## config.mk

```make
export PLATFORM = sky130hd
export DESIGN_NAME = mme_controller
export DESIGN_NICKNAME = d
export VERILOG_FILES = /design/src/rtl/core/assert_macros.svh /design/src/rtl/core/mme_pkg.sv /design/src/rtl/core/mme_controller.sv
export SDC_FILE = /design/constraint.sdc
export NUM_CORES = 1
export LEC_CHECK = 0
export BUFFER_PORTS_ARGS = -buffer_cell sky130_fd_sc_hd__clkbuf_2
export CORE_ASPECT_RATIO = 1.25
export CORE_MARGIN = 2
export CORE_UTILIZATION = 59
export DETAILED_ROUTE_END_ITERATION = 8
export PLACE_DENSITY = 0.94
export SLEW_MARGIN = 10
export SYNTH_ARGS = -nofsm -noshare
export SYNTH_HDL_FRONTEND = slang
export SYNTH_SLANG_ARGS = --single-unit
```

## constraint.sdc

```tcl
create_clock -name clk -period 4.45 [get_ports clk]
set_input_delay 1.1125 -clock clk [delete_from_list [all_inputs] [get_ports clk]]
set_output_delay 1.1125 -clock clk [all_outputs]
set_load 0.03 [all_outputs]
```

## src/rtl/core/assert_macros.svh

```systemverilog
// Assertion macros shared by the matrix multiply engine RTL.
`ifndef ASSERT_MACROS_SVH
`define ASSERT_MACROS_SVH

// Same-cycle implication, clocked on clk, off while arst_n is low.
`define MME_ASSERT_IMP(lbl, ante, cons, msg) \
	lbl: assert property (@(posedge clk) disable iff (!arst_n) (ante) |-> (cons)) \
		else $error(msg);

// Next-cycle implication, clocked on clk, off while arst_n is low.
`define MME_ASSERT_NXT(lbl, ante, cons, msg) \
	lbl: assert property (@(posedge clk) disable iff (!arst_n) (ante) |=> (cons)) \
		else $error(msg);

`endif

```

## src/rtl/core/mme_pkg.sv

```systemverilog
// Types, sizes and codes shared by the matrix multiply engine modules.
package mme_pkg;

	// store sizes
	localparam int MAX_ROWS   = 32;
	localparam int MAX_SHARED = 32;
	localparam int MAX_COLS   = 32;

	localparam int A_DEPTH = MAX_ROWS * MAX_SHARED;
	localparam int B_DEPTH = MAX_SHARED * MAX_COLS;
	localparam int A_AW    = $clog2(A_DEPTH);
	localparam int B_AW    = $clog2(B_DEPTH);

	// columns per row are also capped by the 5-bit column field
	localparam int COL_LIM = (MAX_COLS < 32) ? MAX_COLS : 32;

	// counter widths, wide enough to hold the limit itself
	localparam int R_W = $clog2(MAX_ROWS + 1);
	localparam int K_W = $clog2(MAX_SHARED + 1);
	localparam int J_W = $clog2(COL_LIM + 1);

	// field widths
	localparam int MODE_W    = 2;
	localparam int IDX_W     = 5;
	localparam int ELEM_W    = 16;
	localparam int PROD_W    = 2 * ELEM_W;
	localparam int SUM_W     = 37;
	localparam int CFG_W     = 6;
	localparam int CFG_IDX_W = 2;

	localparam int IN_TDATA_W  = 32;
	localparam int IN_PAD_W    = IN_TDATA_W - 2 * IDX_W - ELEM_W;
	localparam int OUT_TDATA_W = 48;
	localparam int OUT_PAD_W   = OUT_TDATA_W - SUM_W - IDX_W;

	// request kinds
	localparam logic [MODE_W-1:0] MODE_LOAD_A  = 2'd0;
	localparam logic [MODE_W-1:0] MODE_LOAD_B  = 2'd1;
	localparam logic [MODE_W-1:0] MODE_COMPUTE = 2'd2;

	// register indexes
	localparam logic [CFG_IDX_W-1:0] CFG_ROWS   = 2'd0;
	localparam logic [CFG_IDX_W-1:0] CFG_SHARED = 2'd1;
	localparam logic [CFG_IDX_W-1:0] CFG_COLS   = 2'd2;

	localparam logic [CFG_W-1:0] CFG_RESET = 6'd32;

	typedef enum logic [1:0] {
		ST_IDLE,
		ST_MAC,
		ST_FLUSH,
		ST_PUSH
	} state_t;

	// controller -> datapath
	typedef struct packed {
		logic             wr_a;
		logic             wr_b;
		logic             clr;
		logic             issue;
		logic             push;
		logic             last;
		logic [IDX_W-1:0] row;
		logic [K_W-1:0]   k;
		logic [J_W-1:0]   col;
	} ctl_cmd_t;

	// datapath -> controller
	typedef struct packed {
		logic busy;
		logic out_free;
	} dp_stat_t;

endpackage

```

## src/rtl/core/mme_controller.sv

```systemverilog
// Sequencer: configuration registers and the row/column/shared walk.
module mme_controller (
	input  logic                          clk,
	input  logic                          arst_n,
	input  logic                          in_valid,
	output logic                          in_ready,
	input  logic [mme_pkg::MODE_W-1:0]    mode,
	input  logic [mme_pkg::IDX_W-1:0]     first_index,
	input  logic [mme_pkg::IDX_W-1:0]     second_index,
	input  logic                          cfg_valid,
	input  logic [mme_pkg::CFG_IDX_W-1:0] cfg_index,
	input  logic [mme_pkg::CFG_W-1:0]     cfg_data,
	output mme_pkg::ctl_cmd_t             cmd,
	input  mme_pkg::dp_stat_t             stat
);

	mme_pkg::state_t state_q, state_d;

	logic [mme_pkg::CFG_W-1:0] rows_q, shared_q, cols_q;
	logic [mme_pkg::R_W-1:0]   rows_eff;
	logic [mme_pkg::K_W-1:0]   shared_eff;
	logic [mme_pkg::J_W-1:0]   cols_eff;

	logic [mme_pkg::IDX_W-1:0] row_q;
	logic [mme_pkg::K_W-1:0]   k_q;
	logic [mme_pkg::J_W-1:0]   j_q;

	logic accept;
	logic start;
	logic mac_done;
	logic col_last;

	// register writes; indexes past the list fall through
	always_ff @(posedge clk or negedge arst_n) begin
		if (!arst_n) begin
			rows_q   <= mme_pkg::CFG_RESET;
			shared_q <= mme_pkg::CFG_RESET;
			cols_q   <= mme_pkg::CFG_RESET;
		end else if (cfg_valid) begin
			case (cfg_index)
				mme_pkg::CFG_ROWS:   rows_q   <= cfg_data;
				mme_pkg::CFG_SHARED: shared_q <= cfg_data;
				mme_pkg::CFG_COLS:   cols_q   <= cfg_data;
				default: ;
			endcase
		end
	end

	// saturate to store sizes
	assign rows_eff = (32'(rows_q) > mme_pkg::MAX_ROWS) ?
		mme_pkg::R_W'(mme_pkg::MAX_ROWS) : mme_pkg::R_W'(rows_q);
	assign shared_eff = (32'(shared_q) > mme_pkg::MAX_SHARED) ?
		mme_pkg::K_W'(mme_pkg::MAX_SHARED) : mme_pkg::K_W'(shared_q);
	assign cols_eff = (32'(cols_q) > mme_pkg::COL_LIM) ?
		mme_pkg::J_W'(mme_pkg::COL_LIM) : mme_pkg::J_W'(cols_q);

	assign in_ready = (state_q == mme_pkg::ST_IDLE);
	assign accept   = in_valid && in_ready;
	assign start    = accept && (mode == mme_pkg::MODE_COMPUTE)
		&& (32'(first_index) < 32'(rows_eff)) && (cols_eff != '0);
	assign mac_done = (k_q + mme_pkg::K_W'(1)) >= shared_eff;
	assign col_last = (j_q + mme_pkg::J_W'(1)) == cols_eff;

	// next state
	always_comb begin
		state_d = state_q;
		case (state_q)
			mme_pkg::ST_IDLE: begin
				if (start) begin
					state_d = mme_pkg::ST_MAC;
				end
			end
			mme_pkg::ST_MAC: begin
				if (mac_done || shared_eff == '0) begin
					state_d = mme_pkg::ST_FLUSH;
				end
			end
			mme_pkg::ST_FLUSH: begin
				if (!stat.busy) begin
					state_d = mme_pkg::ST_PUSH;
				end
			end
			mme_pkg::ST_PUSH: begin
				if (stat.out_free) begin
					state_d = col_last ? mme_pkg::ST_IDLE : mme_pkg::ST_MAC;
				end
			end
			default: state_d = mme_pkg::ST_IDLE;
		endcase
	end

	// commands
	always_comb begin
		cmd       = '0;
		cmd.row   = row_q;
		cmd.k     = k_q;
		cmd.col   = j_q;
		cmd.last  = col_last;
		case (state_q)
			mme_pkg::ST_IDLE: begin
				cmd.wr_a = accept && (mode == mme_pkg::MODE_LOAD_A)
					&& (32'(first_index) < mme_pkg::MAX_ROWS)
					&& (32'(second_index) < mme_pkg::MAX_SHARED);
				cmd.wr_b = accept && (mode == mme_pkg::MODE_LOAD_B)
					&& (32'(first_index) < mme_pkg::MAX_SHARED)
					&& (32'(second_index) < mme_pkg::MAX_COLS);
				cmd.clr  = start;
			end
			mme_pkg::ST_MAC: begin
				cmd.issue = k_q < shared_eff;
			end
			mme_pkg::ST_FLUSH: ;
			mme_pkg::ST_PUSH: begin
				cmd.push = stat.out_free;
				cmd.clr  = stat.out_free && !col_last;
			end
			default: ;
		endcase
	end

	always_ff @(posedge clk or negedge arst_n) begin
		if (!arst_n) begin
			state_q <= mme_pkg::ST_IDLE;
			row_q   <= '0;
			k_q     <= '0;
			j_q     <= '0;
		end else begin
			state_q <= state_d;
			if (start) begin
				row_q <= first_index;
				j_q   <= '0;
			end else if (cmd.push && !col_last) begin
				j_q <= j_q + mme_pkg::J_W'(1);
			end
			if (cmd.clr) begin
				k_q <= '0;
			end else if (cmd.issue) begin
				k_q <= k_q + mme_pkg::K_W'(1);
			end
		end
	end

endmodule

```

==> run metrics <==
status=completed; die area=4440 µm²; CTS sink cnt=37; worst path cell trace=ha_1 -> xnor2_1 -> xnor2_1 -> or4_1 -> a2111o_1 -> o2bb2ai_2 -> clkbuf_2; core area=3780 µm²; Slew headroom=39.1%; Setup CP Type=reg2out; worst hold path type=reg2reg; Area growth syn-to-layout=16.3%; IO buf count=44; Slew Viols, Final=0; min-delay src=row_q[3]; initial core utilization=61.1%; Min-Delay Endpoint=row_q[3]; CP most frequent cell=xnor2_1; die height=74.0 µm; Hold Path Cell Cnt=1; predominant post-synthesis flop cell=dfrtp_1; grt ovf=0; later-pin clock latency in the skew report=300 ps; Worst setup EP type=output port; cts bufs inserted=5; combinational share of power=50.0%; Lkg Pwr=1.30 nW; Clock Skew=9.75 ps; CP max stage delay=540 ps; VDD IR-drop max=397 µV; TritonRoute pass-1 iters=4; Tcrit/Tclk final=88.4%; worst endpoint required time=3340 ps; number of cells produced by synthesis=216; row count=25; global placement routability congestion=0.878; CTS tree=yes; fmax=0.254 GHz; fillers=278; worst slew pin tran=913 ps; initial antenna violation count=0; EDFF count, synth=0; Routed Antenna Nets=0; PwrDens=602 nW/µm²; Worst Setup SP=j_q[0]; shortest period the worst path allows=3930 ps; Bufs on Longest Clock Path=2; final WL=5210 µm; WP buf/inv=1; Final TNS setup=0 ps; Switching Fraction=44.6%; H-tree Lvls=2; startpoint types=register; HPWL after DPL=3840 µm; Hold Fails Final Rpt=0; post-DR wirelength/cell=16.3 µm; Post-CTS Setup Bufs=0; async set-or-reset flop fraction in the synthesized netlist=100%; CP max stage cell=a2111o_1; die width=60.0 µm; reg2reg end=j_q[1]; nets@finish=313; Clock power frac=15.8%; share of layout cells above drive strength 1=31.6%; CP max FO=8; Cell variety after synth=43; Top delay family on crit path=compound AO/OA/AOI/OAI gates; largest net degree at the start of global routing=38; first-pass GRT wire length=8520 µm; NetSw=0.000722 W; num ports=50; Avg Cell Area, Syn=10.7 µm²; critical path depth=7; global-route usage over all layers=25.7%; Worst-path clk slew=80 ps; Worst Reg2Reg Path Length in Cells=8; Internal=0.000898 W; vias per std cell=5.95; setup slack, reg-to-reg=1790 ps; worst reg2reg startpoint=j_q[0]; 1st-iter DRT viols=144; Synthesis Warnings=0; RSZ-0062 raised after global routing=false; Core Util, Final=71.1%; syn nets=264; Post-Syn Area=2310 µm²; arrival time at the worst endpoint=2820 ps; Post-CTS Resized=0; vias in the first global route=1866; Finish-stage setup viols=0; max_cap viols=0; register area share after synthesis=40.2%; DRC Markers=0; flops & latches, synth=37; clock root buffer=clkbuf_8; via count=1905; diode count=0; hold-fix buffers at CTS=0; sequential cell fraction of total power=34.2%
-- per-layer routing --
| layer | track usage [%] | share of wire (%) |
|---|---|---|
| met3 | 6.26 | 3.8 |
| met2 | 41.5 | 53 |
| met5 | 0 | 0 |
| met1 | 31.1 | 40 |
| met4 | 14.3 | 3.6 |
-- through the flow --
| stage | total power [W] | cells | setup WS (ps) | area, µm² | hold WS, ps |
|---|---|---|---|---|---|
| after detailed placement | 0.00135 | 312 | 682 | 2590 | 495 |
| after CTS | 0.00162 | 320 | 531 | 2690 | 512 |
| after global placement | 0.00130 | 312 | 699 | 2590 | 487 |
| after global routing | 0.00173 | 320 | 400 | 2690 | 530 |
| final | 0.00162 | 320 | 516 | 2690 | 507 |
| after floorplan | 0.00113 | 216 | 939 | 2310 | 482 |
-- layout make-up --
type / count / area (µm²) / share of cell area [%]
multi-input cells: 161 / 1310 / 48.8
flip-flops and latches: 37 / 930 / 34.6
repair buffers: 45 / 228 / 8.47
clock buffers: 6 / 82.6 / 3.07
well taps: 54 / 67.6 / 2.51
inverters: 15 / 56.3 / 2.09
clock inverters: 2 / 13.8 / 0.512
-- registers in the layout, summed over array words and instances (netlist names) --
register  flops
j_q           6
shared_q      6
row_q         5
rows_q        6
k_q           6
cols_q        6
state_q       2
-- worst max path at each step --
| stage | end | slack, ps |
|---|---|---|
| after global routing | cmd[20] | 400 |
| after floorplan | cmd[20] | 940 |
| after CTS | cmd[20] | 530 |
| after detailed placement | cmd[20] | 680 |
| after global placement | cmd[20] | 700 |
| final | cmd[20] | 520 |
-- layout by cell type, fill, tap and decap left out, types with 3 or more instances in the layout --
master	n
a21oi_1	6
nor2_1	4
inv_1	14
nand3_1	6
mux2_2	24
nor3_1	4
and3_1	3
nand2b_1	7
or3_1	7
or4_1	3
nand3b_1	3
ha_1	22
nor3b_1	4
clkbuf_8	6
o21ai_0	13
nor2b_1	6
nand2_1	13
a21boi_1	4
clkbuf_2	44
dfstp_2	3
xnor2_1	6
dfrtp_1	34
-- cells in the mapped netlist, drive strengths merged, types with 2 or more instances --
library cell | instances | area [µm²]
a211oi | 2 | 15.0
a21boi | 5 | 37.5
a21oi | 6 | 30.0
a32oi | 2 | 17.5
and3 | 3 | 18.8
clkbuf | 2 | 7.51
dfrtp | 34 | 851
dfstp | 3 | 78.8
ha | 22 | 275
inv | 15 | 56.3
mux2 | 24 | 270
mux2i | 2 | 20.0
nand2 | 13 | 48.8
nand2b | 7 | 43.8
nand3 | 6 | 30.0
nand3b | 3 | 22.5
nor2 | 4 | 15.0
nor2b | 6 | 37.5
nor3 | 4 | 20.0
nor3b | 4 | 30.0
o21a | 2 | 15.0
o21ai | 14 | 70.1
o221a | 2 | 22.5
or3 | 7 | 43.8
or4 | 3 | 22.5
xnor2 | 6 | 52.6
xnor3 | 2 | 45.0
-- worst register-to-register path: cells and delay by family (launching register included) --
| kind | cells | cell delay [ps] |
|---|---|---|
| AND/OR/NAND/NOR | 1 | 410 |
| adder cells (fa/ha/maj) | 1 | 280 |
| XOR/XNOR | 2 | 360 |
| AO/OA/AOI/OAI | 3 | 870 |
| flip-flops | 1 | 480 |
| buffers and inverters | 1 | 180 |
-- kinds of logic after synthesis --
group,after synthesis,share of synthesized area [%]
muxes,26,12.5
DFF,37,40.2
buffers and inverters,18,3.08
and+or+nand+nor,61,14.8
adders and majority gates,22,11.9
AOI/OAI and AO/OA,43,12.9
xor gates and xnor gates,9,4.60
-- power by group through the flow --
stage	Combinational (W)	Clock, W	Sequential, W
3_3_place_gp	0.000747	0	0.000549
6_report	0.000810	0.000256	0.000553
3_5_place_dp	0.000798	0	0.000555
2_1_floorplan	0.000485	0	0.000644
5_1_grt	0.000890	0.000273	0.000568
4_1_cts	0.000811	0.000256	0.000551
No activity file was read; power rests on OpenSTA's default activity.
